## src/hdl/beaver_triple_multiply_dot_assert.svh

```systemverilog
// ---------------------------------------------------------------------------
// Assertion macros for the Beaver triple multiply block
// Concurrent checks that compile away when ASSERT_OFF is defined.
// ---------------------------------------------------------------------------
`ifndef BEAVER_TRIPLE_MULTIPLY_DOT_ASSERT_SVH
`define BEAVER_TRIPLE_MULTIPLY_DOT_ASSERT_SVH

`ifndef ASSERT_OFF
// antecedent in a cycle implies consequent in the same cycle
`define ASSERT_IMPLY(lbl, clk, rst, ante, cons) \
   lbl: assert property (@(posedge clk) disable iff (rst) (ante) |-> (cons)) \
      else $error("implication check failed");
// expression must never be true
`define ASSERT_NEVER(lbl, clk, rst, expr) \
   lbl: assert property (@(posedge clk) disable iff (rst) !(expr)) \
      else $error("forbidden condition seen");
// antecedent implies consequent in the next cycle
`define ASSERT_NEXT(lbl, clk, rst, ante, cons) \
   lbl: assert property (@(posedge clk) disable iff (rst) (ante) |=> (cons)) \
      else $error("next-cycle check failed");
`else
`define ASSERT_IMPLY(lbl, clk, rst, ante, cons)
`define ASSERT_NEVER(lbl, clk, rst, expr)
`define ASSERT_NEXT(lbl, clk, rst, ante, cons)
`endif

`endif

```

## src/hdl/btmd_pkg.sv

```systemverilog
// ---------------------------------------------------------------------------
// btmd_pkg
// Shared types and constants of the Beaver triple multiply block.
// ---------------------------------------------------------------------------
package btmd_pkg;

   localparam int unsigned WORD_W = 32;
   localparam int unsigned SLOT_W = 10;
   // slot widened far enough to compare against the largest store depth
   localparam int unsigned WIDE_W = 17;

   localparam int unsigned DEF_TRIPLE_DEPTH = 1024;
   localparam int unsigned DEF_QUEUE_DEPTH  = 4;

   // request codes
   localparam logic [1:0] REQ_LOAD    = 2'd0;
   localparam logic [1:0] REQ_MASK    = 2'd1;
   localparam logic [1:0] REQ_COMBINE = 2'd2;

   // decoded work item handed from front to back
   typedef struct packed {
      logic              combine;
      logic [WORD_W-1:0] v1;
      logic [WORD_W-1:0] v2;
      logic [WORD_W-1:0] a;
      logic [WORD_W-1:0] b;
      logic [WORD_W-1:0] c;
      logic              last;
   } btmd_item_type;

   // queue status seen by the top level and the back
   typedef struct packed {
      logic empty;
      logic almost_full;
   } btmd_qstat_type;

endpackage

```

## src/hdl/btmd_back.sv

```systemverilog
// ---------------------------------------------------------------------------
// btmd_back
// Arithmetic pipeline: mask differences, product share and dot sum.
// ---------------------------------------------------------------------------
module btmd_back
   import btmd_pkg::*;
(
   input  logic              clock,
   input  logic              reset,
   input  btmd_qstat_type    qstat,
   input  btmd_item_type     head_item,
   output logic              pop,
   output logic              rsp_valid,
   output logic [WORD_W-1:0] rsp_first_result,
   output logic [WORD_W-1:0] rsp_second_result,
   output logic [WORD_W-1:0] rsp_dot_sum,
   output logic              rsp_sum_done
);

   // stage valids and kinds
   logic              s1_valid_ff, s2_valid_ff, s3_valid_ff;
   logic              s1_comb_ff, s2_comb_ff, s3_comb_ff;
   logic              s1_last_ff, s2_last_ff, s3_last_ff;
   // stage 1: products and differences
   logic [WORD_W-1:0] p_de_ff, p_db_ff, p_ea_ff, c1_ff;
   logic [WORD_W-1:0] d1_ff, e1_ff;
   // stage 2: partial sums
   logic [WORD_W-1:0] sum_a_ff, sum_b_ff;
   logic [WORD_W-1:0] d2_ff, e2_ff;
   // stage 3: product share
   logic [WORD_W-1:0] z_ff;
   logic [WORD_W-1:0] d3_ff, e3_ff;
   // accumulator and output
   logic [WORD_W-1:0] acc_ff, acc_in;
   logic [WORD_W-1:0] total;
   logic              out_valid_ff;
   logic [WORD_W-1:0] out_first_ff, out_second_ff, out_sum_ff;
   logic              out_done_ff;

   // the pipeline never stalls, so the head is taken whenever present
   assign pop = !qstat.empty;

   always_ff @(posedge clock) begin
      if (reset) begin
         s1_valid_ff  <= 1'b0;
         s2_valid_ff  <= 1'b0;
         s3_valid_ff  <= 1'b0;
         out_valid_ff <= 1'b0;
         acc_ff       <= '0;
      end else begin
         s1_valid_ff  <= pop;
         s2_valid_ff  <= s1_valid_ff;
         s3_valid_ff  <= s2_valid_ff;
         out_valid_ff <= s3_valid_ff;
         acc_ff       <= acc_in;
      end
   end

   // stage 1: three independent multipliers, mask subtractions
   always_ff @(posedge clock) begin
      if (pop) begin
         s1_comb_ff <= head_item.combine;
         s1_last_ff <= head_item.last;
         p_de_ff    <= WORD_W'(head_item.v1 * head_item.v2);
         p_db_ff    <= WORD_W'(head_item.v1 * head_item.b);
         p_ea_ff    <= WORD_W'(head_item.v2 * head_item.a);
         c1_ff      <= head_item.c;
         d1_ff      <= head_item.v1 - head_item.a;
         e1_ff      <= head_item.v2 - head_item.b;
      end
   end

   // stage 2: pairwise sums
   always_ff @(posedge clock) begin
      if (s1_valid_ff) begin
         s2_comb_ff <= s1_comb_ff;
         s2_last_ff <= s1_last_ff;
         sum_a_ff   <= p_de_ff + p_db_ff;
         sum_b_ff   <= p_ea_ff + c1_ff;
         d2_ff      <= d1_ff;
         e2_ff      <= e1_ff;
      end
   end

   // stage 3: product share z
   always_ff @(posedge clock) begin
      if (s2_valid_ff) begin
         s3_comb_ff <= s2_comb_ff;
         s3_last_ff <= s2_last_ff;
         z_ff       <= sum_a_ff + sum_b_ff;
         d3_ff      <= d2_ff;
         e3_ff      <= e2_ff;
      end
   end

   // running dot sum, cleared after the last element
   assign total = acc_ff + z_ff;

   always_comb begin
      acc_in = acc_ff;
      if (s3_valid_ff && s3_comb_ff) begin
         acc_in = s3_last_ff ? '0 : total;
      end
   end

   // result register
   always_ff @(posedge clock) begin
      if (s3_valid_ff) begin
         if (s3_comb_ff) begin
            out_first_ff  <= z_ff;
            out_second_ff <= '0;
            out_sum_ff    <= total;
            out_done_ff   <= s3_last_ff;
         end else begin
            out_first_ff  <= d3_ff;
            out_second_ff <= e3_ff;
            out_sum_ff    <= '0;
            out_done_ff   <= 1'b0;
         end
      end
   end

   assign rsp_valid         = out_valid_ff;
   assign rsp_first_result  = out_first_ff;
   assign rsp_second_result = out_second_ff;
   assign rsp_dot_sum       = out_sum_ff;
   assign rsp_sum_done      = out_valid_ff && out_done_ff;

endmodule

```

## config.mk

```make
export PLATFORM = sky130hd
export DESIGN_NAME = btmd_back
export DESIGN_NICKNAME = d
export VERILOG_FILES = /design/src/hdl/beaver_triple_multiply_dot_assert.svh /design/src/hdl/btmd_pkg.sv /design/src/hdl/btmd_back.sv
export SDC_FILE = /design/constraint.sdc
export NUM_CORES = 2
export LEC_CHECK = 0
export BUFFER_PORTS_ARGS = -buffer_cell sky130_fd_sc_hd__buf_2
export CAP_MARGIN = 15
export CELL_PAD_IN_SITES_DETAIL_PLACEMENT = 1
export CELL_PAD_IN_SITES_GLOBAL_PLACEMENT = 1
export CORE_ASPECT_RATIO = 0.6
export CORE_UTILIZATION = 56
export CTS_CLUSTER_DIAMETER = 40
export DETAILED_ROUTE_END_ITERATION = 8
export PLACE_DENSITY_LB_ADDON = 0.15
export SLEW_MARGIN = 25
export SYNTH_ARGS = -nofsm -noshare
export SYNTH_HDL_FRONTEND = slang
export SYNTH_SLANG_ARGS = --single-unit
```

## constraint.sdc

```tcl
create_clock -name clock -period 20.8 [get_ports clock]
set_clock_uncertainty 0.1 [all_clocks]
set_input_delay 1.04 -clock clock [delete_from_list [all_inputs] [get_ports clock]]
set_output_delay 1.04 -clock clock [all_outputs]
set_load 0.005 [all_outputs]
```

* Word level (Yosys, flattened, before mapping)
Index checks and enable logic that the tools add are counted.
** Storage, ports and cells
- Register bits after elaboration :: 555
- Input port bits :: 166
- Output and inout bits :: 99
- Logic and storage cells :: 42
** Cells by class
- $add $sub $neg :: 6
- Multiply operators :: 3
- Multiplexer cells :: 2
- Reductions and logical operators :: 3
** Operators with widths (number)
- adder 32 bit :: 4
- multiplier 32 x 32 -> 32 bit :: 3
- 2-to-1 mux 32 bit :: 2
- subtractor 32 bit :: 2
- logical AND 1 bit :: 2
- zero test 1 bit :: 1

* Longest topological paths before layout
- Depth after elaboration :: 2
- Gate-level depth with buffers :: 27
- Depth with buffers taken out :: 25

* Worst setup path before layout
No wires, ideal clock.
- Path type :: input to register
- From :: input port head_item[110] in the netlist's numbering
- To :: register p_ea_ff[28] (data pin)
- Setup time :: 0.271 ns
- Data arrival time :: 7.349 ns
- Required time :: 20.429 ns
- Path slack :: 13.080 ns
- Stages :: 23
- Buffers on the path :: 2
- Cell sequence :: clkbuf_1 clkbuf_1 and2_1 fa_1 fa_1 fa_1 inv_1 fa_1 inv_1 fa_1 inv_1 fa_1 inv_1 fa_1 fa_1 ha_1 and2_1 a31o_2 a311oi_1 o211a_1 o21a_1 mux2i_1 o2111ai_1
** Between the ends
- Longest elaborated chain between the ends :: 1
** RTL lines
- start, declared :: line btmd_back.sv:11 : input btmd_item_type head_item,
- multiplier 32 x 32 -> 32 bit :: line btmd_back.sv:66 : p_ea_ff <= WORD_W'(head_item.v2 * head_item.a);
- end signal, assigned :: line btmd_back.sv:66
- end, declared :: line btmd_back.sv:25 : logic [WORD_W-1:0] p_de_ff, p_db_ff, p_ea_ff, c1_ff;
Every way passes these cells.
A chain may end at the register's enable or synchronous reset.

* Worst setup path after layout
- From :: input port head_item[130] in the netlist's numbering
- To :: register p_de_ff[30] (data pin)
** Between the ends
- Longest elaborated chain between the ends :: 1
** RTL lines
- multiplier 32 x 32 -> 32 bit :: line btmd_back.sv:64 : p_de_ff <= WORD_W'(head_item.v1 * head_item.v2);
- end signal, assigned :: line btmd_back.sv:64
- end, declared :: line btmd_back.sv:25
Every way passes these cells.

==> results.toml <==
[outcome]
status = "finished clean"

[sta]
relSlewSlack = 0.259
max_freq_mhz = 115
max_slew.worst_pin.slew_ps = 1110
worst_hold_slack_ps = 297
finalCritPeriodShare = 0.417
drv_slew = 0
finalSetupViolCount = 0
finalCriticalPeriod_ps = 8670
rsz0062_at_grt = "no"
fin_setup_tns_ps = 0
hold_viol_final = 0

[cts]
clk_latency_ps = 660
h-tree-depth = 3
clock_path_buffers = 3
cts_setup_buffers = 0
cts_made_buffers = 79
ctsHoldBuffers = 0
clock_sinks = 555
cts_tree = "done"
cts-root-buf = "clkbuf_16"
clk_pin_slew_worst_paths_ps = 60
cts_resized = 0

[worst_setup_path]
worstPathMaxFanout = 25
r2r_slack_ps = 16840
worst_path_largest_cell_delay_ps = 770
regToRegEndpoint = "z_ff[30]"
cp_cell_sequence = "buf_2 > buf_4 > nand2_1 > fa_1 > inv_1 > fa_1 > fa_1 > inv_1 > fa_1 > inv_1 > ha_1 > ha_1 > fa_1 > fa_1 > ha_1 > a2111oi_0 > o21ai_1 > and3_1 > a211oi_1 > o21ai_1 > a21o_1 > a21oi_1 > xnor2_1"
cp_slowest_cell = "a211oi_1"
timing.rr.start = "sum_b_ff[0]"
worstPathArrival_ps = 8970
path_class = "primary input to register"
endpoint_kind = "register"
reg2reg_depth = 12
cp_num_buf_inv = 5
crit_path_start_kind = "primary input"
crit_required_ps = 21110
path_delay_family = "adder cells"
cpMostUsedCell = "fa_1"

[route]
drt-initial-drc-count = 4884
wl_per_cell_um = 27.1
drt-total-wl_um = 248000
drtPass1Iterations = 8
antenna_left = 0
num_vias = 55000
drc = 0
detail_route.vias_per_cell = 6.00

[floorplan]
rows = 102
start_util = 0.568
pin_count = 265
die_h_um = 283
die_x_um = 471
dieArea_um2 = 133000
core_area_um2 = 130000

[layout]
nets = 9315
drive_above_1_share = 0.0700
fillers = 14100
stdcell_count = 9164
syn2layout_area_growth_pct = 7.53
finish.utilization = 0.611

[synthesis]
netlist-cell-type-count = 91
synth_area_leader_cell = "fa_1"
synth_area_um2 = 73800
synth_async_sr_flop_share = 0
ys_seq_area_frac = 0.221
synthTopCellsByArea = "fa_1, edfxtp_1, ha_1"
synth_top_cell_area_share = 0.334
synth.net_count = 9239
synth_ff_type = "edfxtp_1"
synth_area_per_cell_um2 = 10.1
synth-edff-count = 519
ys_warn_count = 0
ys_seq_elements = 555
synth_cells = 7288

[placed_design]
hpwl_um = 185000
port_buffers = 263
placed_cells = 8999
gp_congestion = 0.934

[global_routing]
grt-ovfl-total = 0
grt_pass1_vias = 61500
track_usage = 0.382
grt_max_degree = 127
grt_pass1_wl_um = 382000
antenna_found_initial = 29

[min_path]
min_path_type = "register to register"
hold_path_depth = 0
holdCritStartpoint = "d1_ff[17]"
min_to = "d2_ff[17]"

[flow_run]
maxCapViolations = 0
-- sequential cells by signal, indices dropped and copies added, names as in the netlist, 32 cells and up --
name / cells
rsp_second_result: 32
d1_ff: 32
p_de_ff: 32
d3_ff: 32
d2_ff: 32
sum_b_ff: 32
e1_ff: 32
p_db_ff: 32
acc_ff: 32
p_ea_ff: 32
e2_ff: 32
z_ff: 32
rsp_dot_sum: 32
rsp_first_result: 32
sum_a_ff: 32
c1_ff: 32
e3_ff: 32
-- Yosys cell counts (8+ instances only) --
| library cell | n |
|---|---|
| a31oi_1 | 24 |
| ha_1 | 555 |
| fa_1 | 1230 |
| a211oi_1 | 24 |
| and2_1 | 867 |
| dfxtp_1 | 36 |
| clkbuf_1 | 312 |
| nor2b_1 | 73 |
| nor3b_1 | 8 |
| xor2_1 | 92 |
| xnor2_1 | 330 |
| nand4_1 | 17 |
| nand3_1 | 36 |
| or3_1 | 12 |
| o21a_1 | 47 |
| or2_2 | 9 |
| nand2_1 | 764 |
| inv_1 | 1282 |
| o21bai_1 | 32 |
| a21o_1 | 111 |
| o21ai_1 | 13 |
| nand3b_1 | 8 |
| o21ai_0 | 102 |
| o311ai_0 | 10 |
| nor3_1 | 54 |
| o211ai_1 | 14 |
| edfxtp_1 | 519 |
| a21boi_0 | 13 |
| a21oi_1 | 198 |
| nand2b_1 | 36 |
| and3_1 | 22 |
| nor2_1 | 245 |
| mux2_2 | 32 |
| a22oi_1 | 23 |
-- routing by layer --
layer,global-route usage,up-vias,routed length (um)
met4,0.147,10,10600
met2,0.585,2926,110000
met5,0,-,60
met1,0.532,28600,102000
met3,0.0831,568,25200
li1,-,22900,-
-- cell type report --
type / count / area [um2] / area share
diodes: 17 / 42.5 / 0.000536
clock buffers: 90 / 2040 / 0.0257
clock inverters: 58 / 786 / 0.00990
inverters: 1286 / 4840 / 0.0610
multi-input cells: 5129 / 51500 / 0.649
flip-flops and latches: 555 / 16300 / 0.206
well taps: 1716 / 2150 / 0.0270
repair buffers: 313 / 1710 / 0.0215
-- cells by family (layout without fill, tap and decap cells) --
| logic type | after synthesis | after routing | share of synthesized area |
|---|---|---|---|
| and+or+nand+nor | 2179 | 2179 | 0.150 |
| adders and majority gates | 1785 | 1785 | 0.428 |
| buffers and inverters | 1604 | 1747 | 0.0816 |
| AOI/OAI and AO/OA | 704 | 704 | 0.0638 |
| DFF | 555 | 555 | 0.221 |
| xor gates and xnor gates | 423 | 423 | 0.0504 |
| muxes | 38 | 38 | 0.00570 |
| other | 0 | 17 | 0 |
-- cells in the final DEF (no fill, tap or decap), types with 33 or more instances in the layout --
cell type / count
nand2_1: 764
ha_1: 555
xnor2_1: 329
a21oi_1: 198
edfxtp_1: 519
dfxtp_1: 33
a21o_1: 111
nand3_1: 36
nor2_1: 245
inv_1: 1281
buf_2: 259
nor2b_1: 73
nand2b_1: 36
fa_1: 1230
xor2_1: 92
and2_1: 867
buf_4: 53
o21a_1: 47
clkbuf_16: 80
nor3_1: 54
o21ai_0: 102
-- stage by stage --
stage | area (um2) | setup slack, ps
after detailed placement | 76500 | 11780
after global placement | 76500 | 11910
after CTS | 79300 | 12370
after global routing | 79400 | 11990
final | 79400 | 12130
after floorplan | 73800 | 13080
-- how the worst max path moves through the flow --
stage	slack, ps	cells after the start	startpoint	end
after floorplan	13080	23	head_item[110]	p_ea_ff[28]
after global placement	11910	23	head_item[134]	p_de_ff[30]
after detailed placement	11780	23	head_item[130]	p_de_ff[30]
after CTS	12370	23	head_item[130]	p_de_ff[30]
after global routing	11990	25	head_item[100]	p_de_ff[27]
final	12130	23	head_item[130]	p_de_ff[30]
Power is not shown: default switching activity piles up to over one toggle a cycle in this logic, so the estimate is an artifact.
