<file path="src/hdl/beaver_triple_multiply_dot_assert.svh">
// ---------------------------------------------------------------------------
// Assertion macros for the Beaver triple multiply block
// Concurrent checks that compile away when ASSERT_OFF is defined.
// ---------------------------------------------------------------------------
`ifndef BEAVER_TRIPLE_MULTIPLY_DOT_ASSERT_SVH
`define BEAVER_TRIPLE_MULTIPLY_DOT_ASSERT_SVH

`ifndef ASSERT_OFF
// antecedent in a cycle implies consequent in the same cycle
`define ASSERT_IMPLY(lbl, clk, rst, ante, cons) \
   lbl: assert property (@(posedge clk) disable iff (rst) (ante) |-> (cons)) \
      else $error("implication check failed");
// expression must never be true
`define ASSERT_NEVER(lbl, clk, rst, expr) \
   lbl: assert property (@(posedge clk) disable iff (rst) !(expr)) \
      else $error("forbidden condition seen");
// antecedent implies consequent in the next cycle
`define ASSERT_NEXT(lbl, clk, rst, ante, cons) \
   lbl: assert property (@(posedge clk) disable iff (rst) (ante) |=> (cons)) \
      else $error("next-cycle check failed");
`else
`define ASSERT_IMPLY(lbl, clk, rst, ante, cons)
`define ASSERT_NEVER(lbl, clk, rst, expr)
`define ASSERT_NEXT(lbl, clk, rst, ante, cons)
`endif

`endif

</file>
<file path="src/hdl/btmd_pkg.sv">
// ---------------------------------------------------------------------------
// btmd_pkg
// Shared types and constants of the Beaver triple multiply block.
// ---------------------------------------------------------------------------
package btmd_pkg;

   localparam int unsigned WORD_W = 32;
   localparam int unsigned SLOT_W = 10;
   // slot widened far enough to compare against the largest store depth
   localparam int unsigned WIDE_W = 17;

   localparam int unsigned DEF_TRIPLE_DEPTH = 1024;
   localparam int unsigned DEF_QUEUE_DEPTH  = 4;

   // request codes
   localparam logic [1:0] REQ_LOAD    = 2'd0;
   localparam logic [1:0] REQ_MASK    = 2'd1;
   localparam logic [1:0] REQ_COMBINE = 2'd2;

   // decoded work item handed from front to back
   typedef struct packed {
      logic              combine;
      logic [WORD_W-1:0] v1;
      logic [WORD_W-1:0] v2;
      logic [WORD_W-1:0] a;
      logic [WORD_W-1:0] b;
      logic [WORD_W-1:0] c;
      logic              last;
   } btmd_item_type;

   // queue status seen by the top level and the back
   typedef struct packed {
      logic empty;
      logic almost_full;
   } btmd_qstat_type;

endpackage

</file>
<file path="src/hdl/btmd_queue.sv">
// ---------------------------------------------------------------------------
// btmd_queue
// Short FIFO of decoded items between the front and back halves.
// ---------------------------------------------------------------------------
`include "beaver_triple_multiply_dot_assert.svh"

module btmd_queue
   import btmd_pkg::*;
#(
   parameter int unsigned QUEUE_DEPTH = DEF_QUEUE_DEPTH
) (
   input  logic           clock,
   input  logic           reset,
   input  logic           push,
   input  btmd_item_type  push_item,
   input  logic           pop,
   output btmd_item_type  head_item,
   output btmd_qstat_type status
);

   localparam int unsigned PTR_W = $clog2(QUEUE_DEPTH);
   localparam int unsigned CNT_W = $clog2(QUEUE_DEPTH + 1);

   btmd_item_type    slots [QUEUE_DEPTH];
   logic [PTR_W-1:0] wr_ptr_ff, wr_ptr_in;
   logic [PTR_W-1:0] rd_ptr_ff, rd_ptr_in;
   logic [CNT_W-1:0] count_ff, count_in;
   logic             do_push, do_pop;

   assign do_push = push;
   assign do_pop  = pop && (count_ff != '0);

   // pointer and count update
   always_comb begin
      wr_ptr_in = wr_ptr_ff;
      rd_ptr_in = rd_ptr_ff;
      count_in  = count_ff;
      if (do_push) begin
         wr_ptr_in = (wr_ptr_ff == PTR_W'(QUEUE_DEPTH - 1)) ? '0 : wr_ptr_ff + PTR_W'(1);
      end
      if (do_pop) begin
         rd_ptr_in = (rd_ptr_ff == PTR_W'(QUEUE_DEPTH - 1)) ? '0 : rd_ptr_ff + PTR_W'(1);
      end
      if (do_push && !do_pop) begin
         count_in = count_ff + CNT_W'(1);
      end else if (!do_push && do_pop) begin
         count_in = count_ff - CNT_W'(1);
      end
   end

   always_ff @(posedge clock) begin
      if (reset) begin
         wr_ptr_ff <= '0;
         rd_ptr_ff <= '0;
         count_ff  <= '0;
      end else begin
         wr_ptr_ff <= wr_ptr_in;
         rd_ptr_ff <= rd_ptr_in;
         count_ff  <= count_in;
      end
   end

   // entry storage
   always_ff @(posedge clock) begin
      if (do_push) begin
         slots[wr_ptr_ff] <= push_item;
      end
   end

   assign head_item          = slots[rd_ptr_ff];
   assign status.empty       = (count_ff == '0);
   assign status.almost_full = (count_ff >= CNT_W'(QUEUE_DEPTH - 1));

   // checks
   `ASSERT_NEVER(q_no_overflow, clock, reset, push && !do_pop && (count_ff == CNT_W'(QUEUE_DEPTH)))
   `ASSERT_NEVER(q_count_bound, clock, reset, count_ff > CNT_W'(QUEUE_DEPTH))
   `ASSERT_NEXT(q_push_fills, clock, reset, push && !do_pop, !status.empty)

endmodule

</file>
<file path="config.mk">
export PLATFORM = sky130hd
export DESIGN_NAME = btmd_queue
export DESIGN_NICKNAME = d
export VERILOG_FILES = /design/src/hdl/btmd_pkg.sv /design/src/hdl/btmd_queue.sv
export VERILOG_INCLUDE_DIRS = /design/src /design/src/hdl
export SDC_FILE = /design/constraint.sdc
export NUM_CORES = 1
export LEC_CHECK = 0
export BUFFER_PORTS_ARGS = -buffer_cell sky130_fd_sc_hd__buf_4
export CORE_MARGIN = 2
export CORE_UTILIZATION = 35
export DETAILED_ROUTE_END_ITERATION = 10
export PLACE_DENSITY_LB_ADDON = 0.3
export SKIP_CTS_REPAIR_TIMING = 1
export SLEW_MARGIN = 20
export SYNTH_ARGS = -nofsm -noshare
export SYNTH_HDL_FRONTEND = slang
export SYNTH_SLANG_ARGS = --single-unit
export TNS_END_PERCENT = 5
</file>
<file path="constraint.sdc">
create_clock -name clock -period 9.3 [get_ports clock]
set_input_delay 0.93 -clock clock [delete_from_list [all_inputs] [get_ports clock]]
set_output_delay 0.93 -clock clock [all_outputs]
set_load 0.01 [all_outputs]
</file>
Word level (Yosys, flattened, before mapping)
Memory sizes are Yosys's and may differ from the RTL's. A register that Yosys moved wholly into a read port is not among the register bits.
Index checks and enable logic that the tools add are counted.
{"block": "totals", "elab_cells": 27, "mem_bits_rw": 648, "register_bits": 7, "memories": 1, "in_bits": 166, "output_inout_bits": 164}
{"block": "op_classes", "addsub": 4, "reduce_logical": 8, "magnitude_cmp": 1, "eq_ne": 2, "mux": 8}
{"name": "slots", "depth": 4, "width": 162, "rd": 1, "rd_clocked_by_memory_dff": 1, "wr": 1, "line": "btmd_queue.sv:24", "text": "btmd_item_type slots [QUEUE_DEPTH];"}
{"cell": "2-to-1 mux 2 bit", "n": 4}
{"cell": "2-to-1 mux 3 bit", "n": 2}
{"cell": "adder 2 x 1 -> 2 bit (second input constant)", "n": 2}
{"cell": "== test 2 bit (second input constant)", "n": 2}
{"cell": "adder 3 x 1 -> 3 bit (second input constant)", "n": 1}
{"cell": ">= comparator 3 x 2 -> 1 bit (second input constant)", "n": 1}
{"cell": "logical AND 1 bit", "n": 3}
{"cell": "zero test 3 bit", "n": 1}
{"cell": "nonzero test 3 bit", "n": 1}
{"cell": "subtractor 3 x 1 -> 3 bit (second input constant)", "n": 1}
{"cell": "zero test 1 bit", "n": 2}
{"cell": "2-to-1 mux 1 bit", "n": 2}
{"cell": "nonzero test 2 bit", "n": 1}

Depth between registers and ports, before layout
Gate-level depths: netlist (run 1).
{"block": "depth", "depth_word": 5, "mapped_depth": 7, "depth_no_buf": 7}

Worst setup path after synthesis (run 1)
No wires, ideal clock.
{"block": "synth_path", "kind": "input -> register", "from": "in push", "to": "mem slots[0][0] (netlist name) (enable)", "arrival_time_ns": 4.621, "setup_time_ns": 0.541, "path_stages": 1, "path_buffers": 0, "setup_slack_ns": 4.139, "path_cell_list": "and2_1"}
{"block": "synth_via", "elab_chain_len": 2}
{"element": "start, declared", "line": "btmd_queue.sv:14", "text": "input logic push,"}
{"element": "2-to-1 mux 1 bit", "line": "btmd_queue.sv:65", "text": "if (do_push) begin"}
{"element": "2-to-1 mux 1 bit (not written as such)", "line": "btmd_queue.sv:66", "text": "slots[wr_ptr_ff] <= push_item;"}
{"element": "end, declared", "line": "btmd_queue.sv:24"}
Every way passes these cells.

==> results.py, run 1 <==
metrics = {
    "sta": {
        "hold_violations": 0,
        "setup_viol": 0,
        "rsz0062_at_grt": "false",
        "tns_ps": 0,
        "fin_crit_sh_pct": 42.4,
        "slew_headroom_pct": 32.0,
        "slew_violations": 0,
        "min_period_ps": 3950,
        "worstMarginPinSlew_ps": 1020,
        "finClkSkew_ps": 16.4,
        "fmax_ghz": 0.253,
    },
    "setup_path": {
        "cp.arrival_ps": 3020,
        "cp.required_ps": 8370,
        "criticalPathCategory": "reg2out",
        "critical_path.max_fanout": 61,
        "r2r_setup_slack_ps": 6650,
        "end_kind": "output port",
        "cp-start-kind": "register",
    },
    "synthesis": {
        "synth_edf_count": 648,
        "yosys.area.top_type": "edfxtp_1",
        "synthCells": 890,
        "netlist_top_cells_area": "edfxtp_1 (82%), mux4_2 (15%), dfxtp_1 (0.76%)",
        "yosysSeqAreaShare_pct": 82.6,
        "syn-num-nets": 1063,
        "syn_avg_cell_area_sq_um": 26.7,
        "ys.flop_type": "edfxtp_1",
        "synthArstFlopShare_pct": 0,
        "synth_seq_cells": 657,
        "syn-cell-area_sq_um": 23800,
        "synth_top_area_share_pct": 81.8,
        "synthDistinctLibCells": 21,
        "yosys_warnings": 0,
    },
    "clocking": {
        "cts_buffer_depth": 3,
        "clk_latency_ps": 600,
        "cts_htree_levels": 3,
        "path_clk_slew_ps": 60,
        "cts_sinks": 657,
        "cts-root-buf": "clkbuf_16",
        "cts_tree": "done",
        "cts_buffers": 73,
    },
    "floorplan": {
        "dieArea_sq_um": 70100,
        "core_sq_um": 67300,
        "initial_core_util_pct": 35.4,
        "rows": 95,
        "die_y_um": 265,
        "die_w_um": 265,
        "ios": 330,
    },
    "routing": {
        "final_antenna_net_count": 0,
        "firstDrtPassIters": 5,
        "via_per_inst": 4.84,
        "drt_iter0_drc": 674,
        "route.detailed.drc": 0,
        "drt_wl_total_um": 48800,
        "post_drt_wl_per_cell_um": 22.2,
        "route.vias.total": 10659,
    },
    "grt": {
        "first_global_vias": 11811,
        "grt_use_total_pct": 13.9,
        "grt_start_max_net_pins": 110,
        "grt_pass1_wl_um": 72700,
        "antenna_found_initial": 5,
        "overflow": 0,
    },
    "placed_design": {
        "dp_hpwl_um": 27800,
        "place_inst": 2068,
        "place_congestion": 0.687,
        "port_buffers": 329,
    },
    "run": {
        "max_cap_viol_count": 0,
    },
    "final_layout": {
        "final_nets": 1444,
        "drive_gt1_share_pct": 46.0,
        "finalNonFillerCells": 2201,
        "antenna_cells": 0,
        "nFillCells": 5739,
        "syn_to_final_growth_pct": 24.3,
        "final_util_pct": 43.9,
    },
    "status": {
        "status": "finished clean",
    },
    "pwr": {
        "p_per_area_nw_per_um2": 257,
        "leakagePower_nw": 9.79,
        "total_power_mw": 7.61,
        "ir_drop_mv": 0.179,
    },
    "min_path": {
        "holdCritPathClass": "reg2reg",
    },
}
area by class of cell:
cell class,instances,area [sq um],area share [%]
Clock buffer,89,1950,6.60
Clock inverter,43,352,1.19
Inverter,3,11.3,0.0381
Multi-Input combinational cell,194,3910,13.2
Sequential cell,657,19600,66.5
Tap cell,873,1090,3.69
Timing Repair Buffer,342,2600,8.80
synth_stat cells, types with 3 or more instances:
master,instances
and2_1,4
buf_2,18
buf_6,10
clkbuf_1,6
dfxtp_1,9
edfxtp_1,648
ha_1,6
inv_1,3
mux2i_1,4
mux4_2,162
nor2_1,6
placed cells by master (no fill, tap or decap), types with 5 or more instances in the layout:
master	n
buf_4	340
clkbuf_1	13
clkbuf_16	76
clkinv_1	18
clkinv_2	9
clkinvlp_4	5
dfxtp_1	7
edfxtp_1	648
ha_1	6
mux4_2	162
nor2_1	6
final timing paths:
check | start | to | cells after the start
hold / removal | rd_ptr_ff[0] | register | 2
setup reg to reg | wr_ptr_ff[0] | slots[0][154] | 4
hold reg to reg | rd_ptr_ff[0] | register | 2
setup / recovery | register | head_item[131] | 3
power breakdown:
part | total [mW] | switching [mW] | internal, mW
Clock | 2.71 | 1.13 | 1.59
Sequential | 3.47 | 0.0611 | 3.41
Combinational | 1.43 | 0.666 | 0.759
sequential cells by signal, summed over array words and instances (netlist names), named ones only:
name and flops:
count_ff 3, rd_ptr_ff 2, slots 648, wr_ptr_ff 2
worst max-delay path: stages (launching register included):
cell and delay [ps]:
dfxtp_4 890, buf_4 850, mux4_2 450, buf_4 170
stage by stage:
stage	hold WS (ps)	setup WS (ps)	area, sq um
6_report	504	5350	29600
5_1_grt	493	5220	29600
4_1_cts	475	5200	29500
3_5_place_dp	498	5860	27200
3_3_place_gp	480	5860	27200
2_1_floorplan	456	4140	23800
metal layers:
metal / part of all wire, % / global-route usage, %
met5: 0.15 / 0
met4: 2.0 / 4.47
met3: 8.4 / 5.28
met2: 49 / 23.0
met1: 40 / 17.0
cells by family after synthesis:
family,count (synthesis),synth area share (%)
compound gates,5,0.126
xor+xnor,2,0.0737
fa+ha+maj,7,0.400
buf+inv,39,1.03
flops,657,82.6
mux,166,15.5
simple gates,14,0.289
(Power assumes the default switching activity.)
==> run 2: changes to the inputs <==
==> constraint.sdc (replaced) <==
create_clock -name clock -period 3.4 [get_ports clock]
set_input_delay 0.34 -clock clock [delete_from_list [all_inputs] [get_ports clock]]
set_output_delay 0.34 -clock clock [all_outputs]
set_load 0.01 [all_outputs]
==> run 2 against run 1 <==
Via count is 5.9% higher. Register-to-register slack worse by 5600 ps. Die area stayed put. Critical path depth is 1 higher.
==> results.py, run 2 (same netlist as run 1, synthesis figures left out) <==
metrics = {
    "status": {
        "status": "finished clean",
    },
    "final_layout": {
        "drive_gt1_share_pct": 42.1,
        "largest_register": "slots",
        "reg_top3": "slots (648), count_ff (3)",
        "syn_to_final_growth_pct": 32.7,
        "largest_reg_flops": 648,
        "finalNonFillerCells": 2381,
        "nFillCells": 5601,
        "layout_commonest_cell": "edfxtp_1",
        "final_cell_mix": "edfxtp_1 (648), buf_4 (349), dlygate4sd3_1 (163)",
        "final_nets": 1629,
    },
    "sta": {
        "rsz0062_at_grt": "false",
        "setup_viol": 0,
        "worstMarginPinSlew_ps": 705,
        "slew_headroom_pct": 53.0,
        "hold_violations": 0,
        "fmax_ghz": 0.367,
        "finClkSkew_ps": 28.5,
        "fin_crit_sh_pct": 80.1,
        "slew_violations": 0,
        "tns_ps": 0,
        "min_period_ps": 2720,
    },
    "placed_design": {
        "place_congestion": 0.714,
        "dp_hpwl_um": 30400,
        "place_inst": 2093,
        "port_buffers": 329,
    },
    "clocking": {
        "cts_tree": "done",
        "cts-root-buf": "clkbuf_16",
        "clk_latency_ps": 590,
        "cts_buffer_depth": 3,
        "cts_htree_levels": 3,
        "path_clk_slew_ps": 60,
        "cts_sinks": 657,
        "cts_buffers": 71,
    },
    "routing": {
        "route.detailed.drc": 0,
        "route.vias.total": 11289,
        "via_per_inst": 4.74,
        "drt_wl_total_um": 50400,
        "drt_iter0_drc": 775,
        "firstDrtPassIters": 6,
        "final_antenna_net_count": 0,
        "post_drt_wl_per_cell_um": 21.2,
    },
    "pwr": {
        "leakagePower_nw": 10.7,
        "switchingPower_mw": 5.12,
        "power_frac_comb_pct": 19.8,
        "power_frac_seq_pct": 44.4,
        "p_per_area_nw_per_um2": 676,
        "pwr-share-clk_pct": 35.8,
        "p_int_mw": 16.2,
        "ir_drop_mv": 0.468,
        "total_power_mw": 21.3,
        "sw_frac_of_total_pct": 24.0,
    },
    "floorplan": {
        "ios": 330,
        "rows": 95,
        "die_w_um": 265,
        "dieArea_sq_um": 70100,
        "initial_core_util_pct": 35.4,
        "die_y_um": 265,
        "core_sq_um": 67300,
    },
    "setup_path": {
        "cp-start-kind": "register",
        "r2r_setup_slack_ps": 1080,
        "cp.arrival_ps": 2380,
        "critical_path.max_fanout": 16,
        "end_kind": "output port",
        "criticalPathCategory": "reg2out",
        "cp.required_ps": 3060,
    },
    "grt": {
        "grt_start_max_net_pins": 55,
        "first_global_vias": 11767,
        "overflow": 0,
        "grt_use_total_pct": 14.2,
        "antenna_found_initial": 4,
        "grt_pass1_wl_um": 73700,
    },
    "run": {
        "max_cap_viol_count": 0,
    },
    "min_path": {
        "holdCritPathClass": "in2reg",
    },
}
-- run 2: changes by cell type in the layout (fill, tap and decap cells not counted), moves of 2 or more --
cell	previous run	this run
buf_12	1	17
buf_4	340	349
bufinv_16	3	9
clkbuf_16	76	72
clkinv_1	18	11
clkinv_8	4	1
clkinvlp_4	5	3
dlygate4sd3_1	0	163
inv_6	1	5
-- run 2: metrics by stage --
stage	hold slack (ps)	cell area (sq um)	setup WS, ps	util (%)
3_5_place_dp	529	27600	1100	41.1
5_1_grt	125	31600	530	46.9
6_report	132	31600	677	46.9
2_1_floorplan	409	23800	-1380	-
4_1_cts	-110	29900	552	44.5
3_3_place_gp	513	27600	1170	41.1
-- run 2: layout make-up --
class	count	area [sq um]	share of cell area, %
flip-flops and latches	657	19600	62.3
diodes	1	2.50	0.00793
clock buffers	84	1850	5.85
well taps	873	1090	3.46
repair buffers	529	4590	14.6
inverters	3	11.3	0.0357
multi-input cells	194	3910	12.4
clock inverters	40	453	1.44
-- run 2: worst paths after layout --
| check | startpoint | to | cells past startpoint |
|---|---|---|---|
| max reg2reg | count_ff[0] | count_ff[2] | 7 |
| min reg2reg | rd_ptr_ff[1] | register | 2 |
| max | register | head_item[24] | 4 |
| min | push | wr_ptr_ff[1] | 3 |
-- run 2: power groups by stage --
stage               registers, mW  logic, mW  clock network, mW
CTS                          9.49       4.20               7.86
detailed placement           9.66       4.18                  0
global route                 9.51       4.54               8.16
finish                       9.47       4.22               7.63
global placement             9.63       4.17                  0
floorplan                    9.58       2.34                  0
-- run 2: routing by layer --
metal	global-route usage, %	vias to the layer above	share of wire [%]
met2	24.1	268	51
met5	0	-	0.067
li1	-	5004	-
met4	4.54	6	2.0
met3	4.86	81	6.6
met1	17.0	5930	40
-- run 2: worst max-delay path: stages (launching register included) --
cell and delay (ps):
dfxtp_4 590, buf_12 250, buf_12 210, mux4_2 540, buf_4 160
==> run 3: changes to the inputs <==
==> constraint.sdc (replaced) <==
create_clock -name clock -period 2.57 [get_ports clock]
set_input_delay 0.257 -clock clock [delete_from_list [all_inputs] [get_ports clock]]
set_output_delay 0.257 -clock clock [all_outputs]
set_load 0.01 [all_outputs]
==> run 3 against run 2 <==
Clock skew down 9.2 ps. Setup slack lost 550 ps. Die area unchanged. Global-route usage down 0.20 points. Clock power up 21%.
==> results.py, run 3 (same netlist as run 1, synthesis figures left out) <==
metrics = {
    "sta": {
        "rsz0062_at_grt": "false",
        "slew_headroom_pct": 58.1,
        "hold_slack_ps": 220,
        "fmax_ghz": 0.409,
        "tns_ps": 0,
        "min_period_ps": 2440,
        "hold_violations": 0,
        "worstMarginPinSlew_ps": 628,
        "finalWorstSetupSlack_ps": 128,
        "fin_crit_sh_pct": 95.0,
        "setup_viol": 0,
        "finClkSkew_ps": 19.3,
        "slew_violations": 0,
    },
    "run": {
        "max_cap_viol_count": 0,
    },
    "clocking": {
        "cts_tree": "done",
        "cts-root-buf": "clkbuf_16",
        "path_clk_slew_ps": 60,
        "clk_latency_ps": 590,
        "cts_sinks": 657,
        "cts_buffer_depth": 3,
        "cts_htree_levels": 3,
        "cts_buffers": 71,
    },
    "placed_design": {
        "port_buffers": 329,
        "pre_cts_slack_ps": 418,
        "dp_hpwl_um": 30500,
        "place_congestion": 0.741,
        "dpl_cell_area_sq_um": 27800,
        "place_inst": 2110,
    },
    "final_layout": {
        "final_util_pct": 46.9,
        "syn_to_final_growth_pct": 32.7,
        "final_nets": 1647,
        "finalNonFillerCells": 2397,
        "drive_gt1_share_pct": 42.2,
        "largest_reg_flops": 648,
        "reg_top3": "slots (648), count_ff (3)",
        "final_cell_mix": "edfxtp_1 (648), buf_4 (359), dlygate4sd3_1 (164)",
        "layout_commonest_cell": "edfxtp_1",
        "largest_register": "slots",
        "design_area_sq_um": 31600,
    },
    "setup_path": {
        "cp_top_family": "buffers and inverters",
        "cp_common_cell": "buf_12",
        "cp.arrival_ps": 2190,
        "cpMaxStageDelayCell": "mux4_2",
        "critical_path.max_fanout": 27,
        "cpPeakStageDelay_ps": 530,
        "end_kind": "output port",
        "cp-start-kind": "register",
        "criticalPathCategory": "reg2out",
        "worstRegToRegCells": 7,
        "worst-path-stages": 4,
        "cp.required_ps": 2310,
        "worst-path-buf-inv": 3,
        "path_cells": "buf_12 > buf_12 > mux4_2 > buf_4",
    },
    "grt": {
        "grt_start_max_net_pins": 77,
        "grtUsageMet2_pct": 22.8,
        "grt_util_met1_pct": 17.8,
        "antenna_found_initial": 3,
        "overflow": 0,
        "grt_pass1_wl_um": 73300,
        "first_global_vias": 11656,
        "top_usage_layer": "met2",
        "grt_use_total_pct": 14.0,
        "grt_use_met3_pct": 4.34,
    },
    "routing": {
        "final_antenna_net_count": 0,
        "post_drt_wl_per_cell_um": 20.9,
        "firstDrtPassIters": 4,
        "via_per_inst": 4.75,
        "route.vias.total": 11386,
        "drt_iter0_drc": 712,
        "route.detailed.drc": 0,
        "drt_wl_total_um": 50000,
    },
    "pwr": {
        "leakagePower_nw": 10.7,
        "ir_drop_mv": 0.707,
        "p_per_area_nw_per_um2": 870,
        "total_power_mw": 27.5,
    },
    "floorplan": {
        "rows": 95,
        "dieArea_sq_um": 70100,
        "initial_core_util_pct": 35.4,
        "core_sq_um": 67300,
        "ios": 330,
        "die_w_um": 265,
        "die_y_um": 265,
    },
    "min_path": {
        "holdCritPathClass": "in2reg",
        "holdPathStages": 5,
    },
    "status": {
        "status": "finished clean",
    },
}
==> run 3: changes by cell type in the layout (fill, tap and decap cells not counted) <==
cell           delta
clkinv_8          +1
buf_4            +10
clkbuf_1          +5
bufinv_16         -7
clkbuf_16         -1
clkinv_1          +1
inv_6             -2
diode_2           +1
buf_12            +7
dlygate4sd3_1     +1
==> run 3: worst paths after layout <==
path                          to  slack (ps)         start
hold reg to reg         register         540  rd_ptr_ff[0]
setup reg to reg     count_ff[2]         410   count_ff[0]
hold / removal          register         220           pop
setup / recovery  head_item[121]         130      register
==> run 3: per-layer routing <==
layer  vias to the layer above  wire, um
met5                         -        13
met4                         2      1030
met3                        75      3040
met2                       299     24900
met1                      5969     21000
li1                       5041         -
==> run 3: worst reg2reg max path, stage by stage (launching register included) <==
cell and delay, ps:
dfxtp_1 360, o31ai_1 390, ha_1 260, inv_1 60, fa_1 380, xor2_1 160
or3_1 310, a21oi_1 150
==> run 3: cell type report <==
| class | instances | area [sq um] |
|---|---|---|
| diodes | 2 | 5.00 |
| clock buffers | 88 | 1840 |
| fillers | 5526 | 35700 |
| clock inverters | 33 | 245 |
| flip-flops and latches | 657 | 19600 |
| repair buffers | 547 | 4820 |
| inverters | 3 | 11.3 |
| well taps | 873 | 1090 |
| multi-input cells | 194 | 3910 |
==> run 3: power by group <==
group	switching [mW]	internal, mW	total, mW
registers	0.136	12.3	12.4
clock network	3.94	5.29	9.23
logic	2.65	3.13	5.78
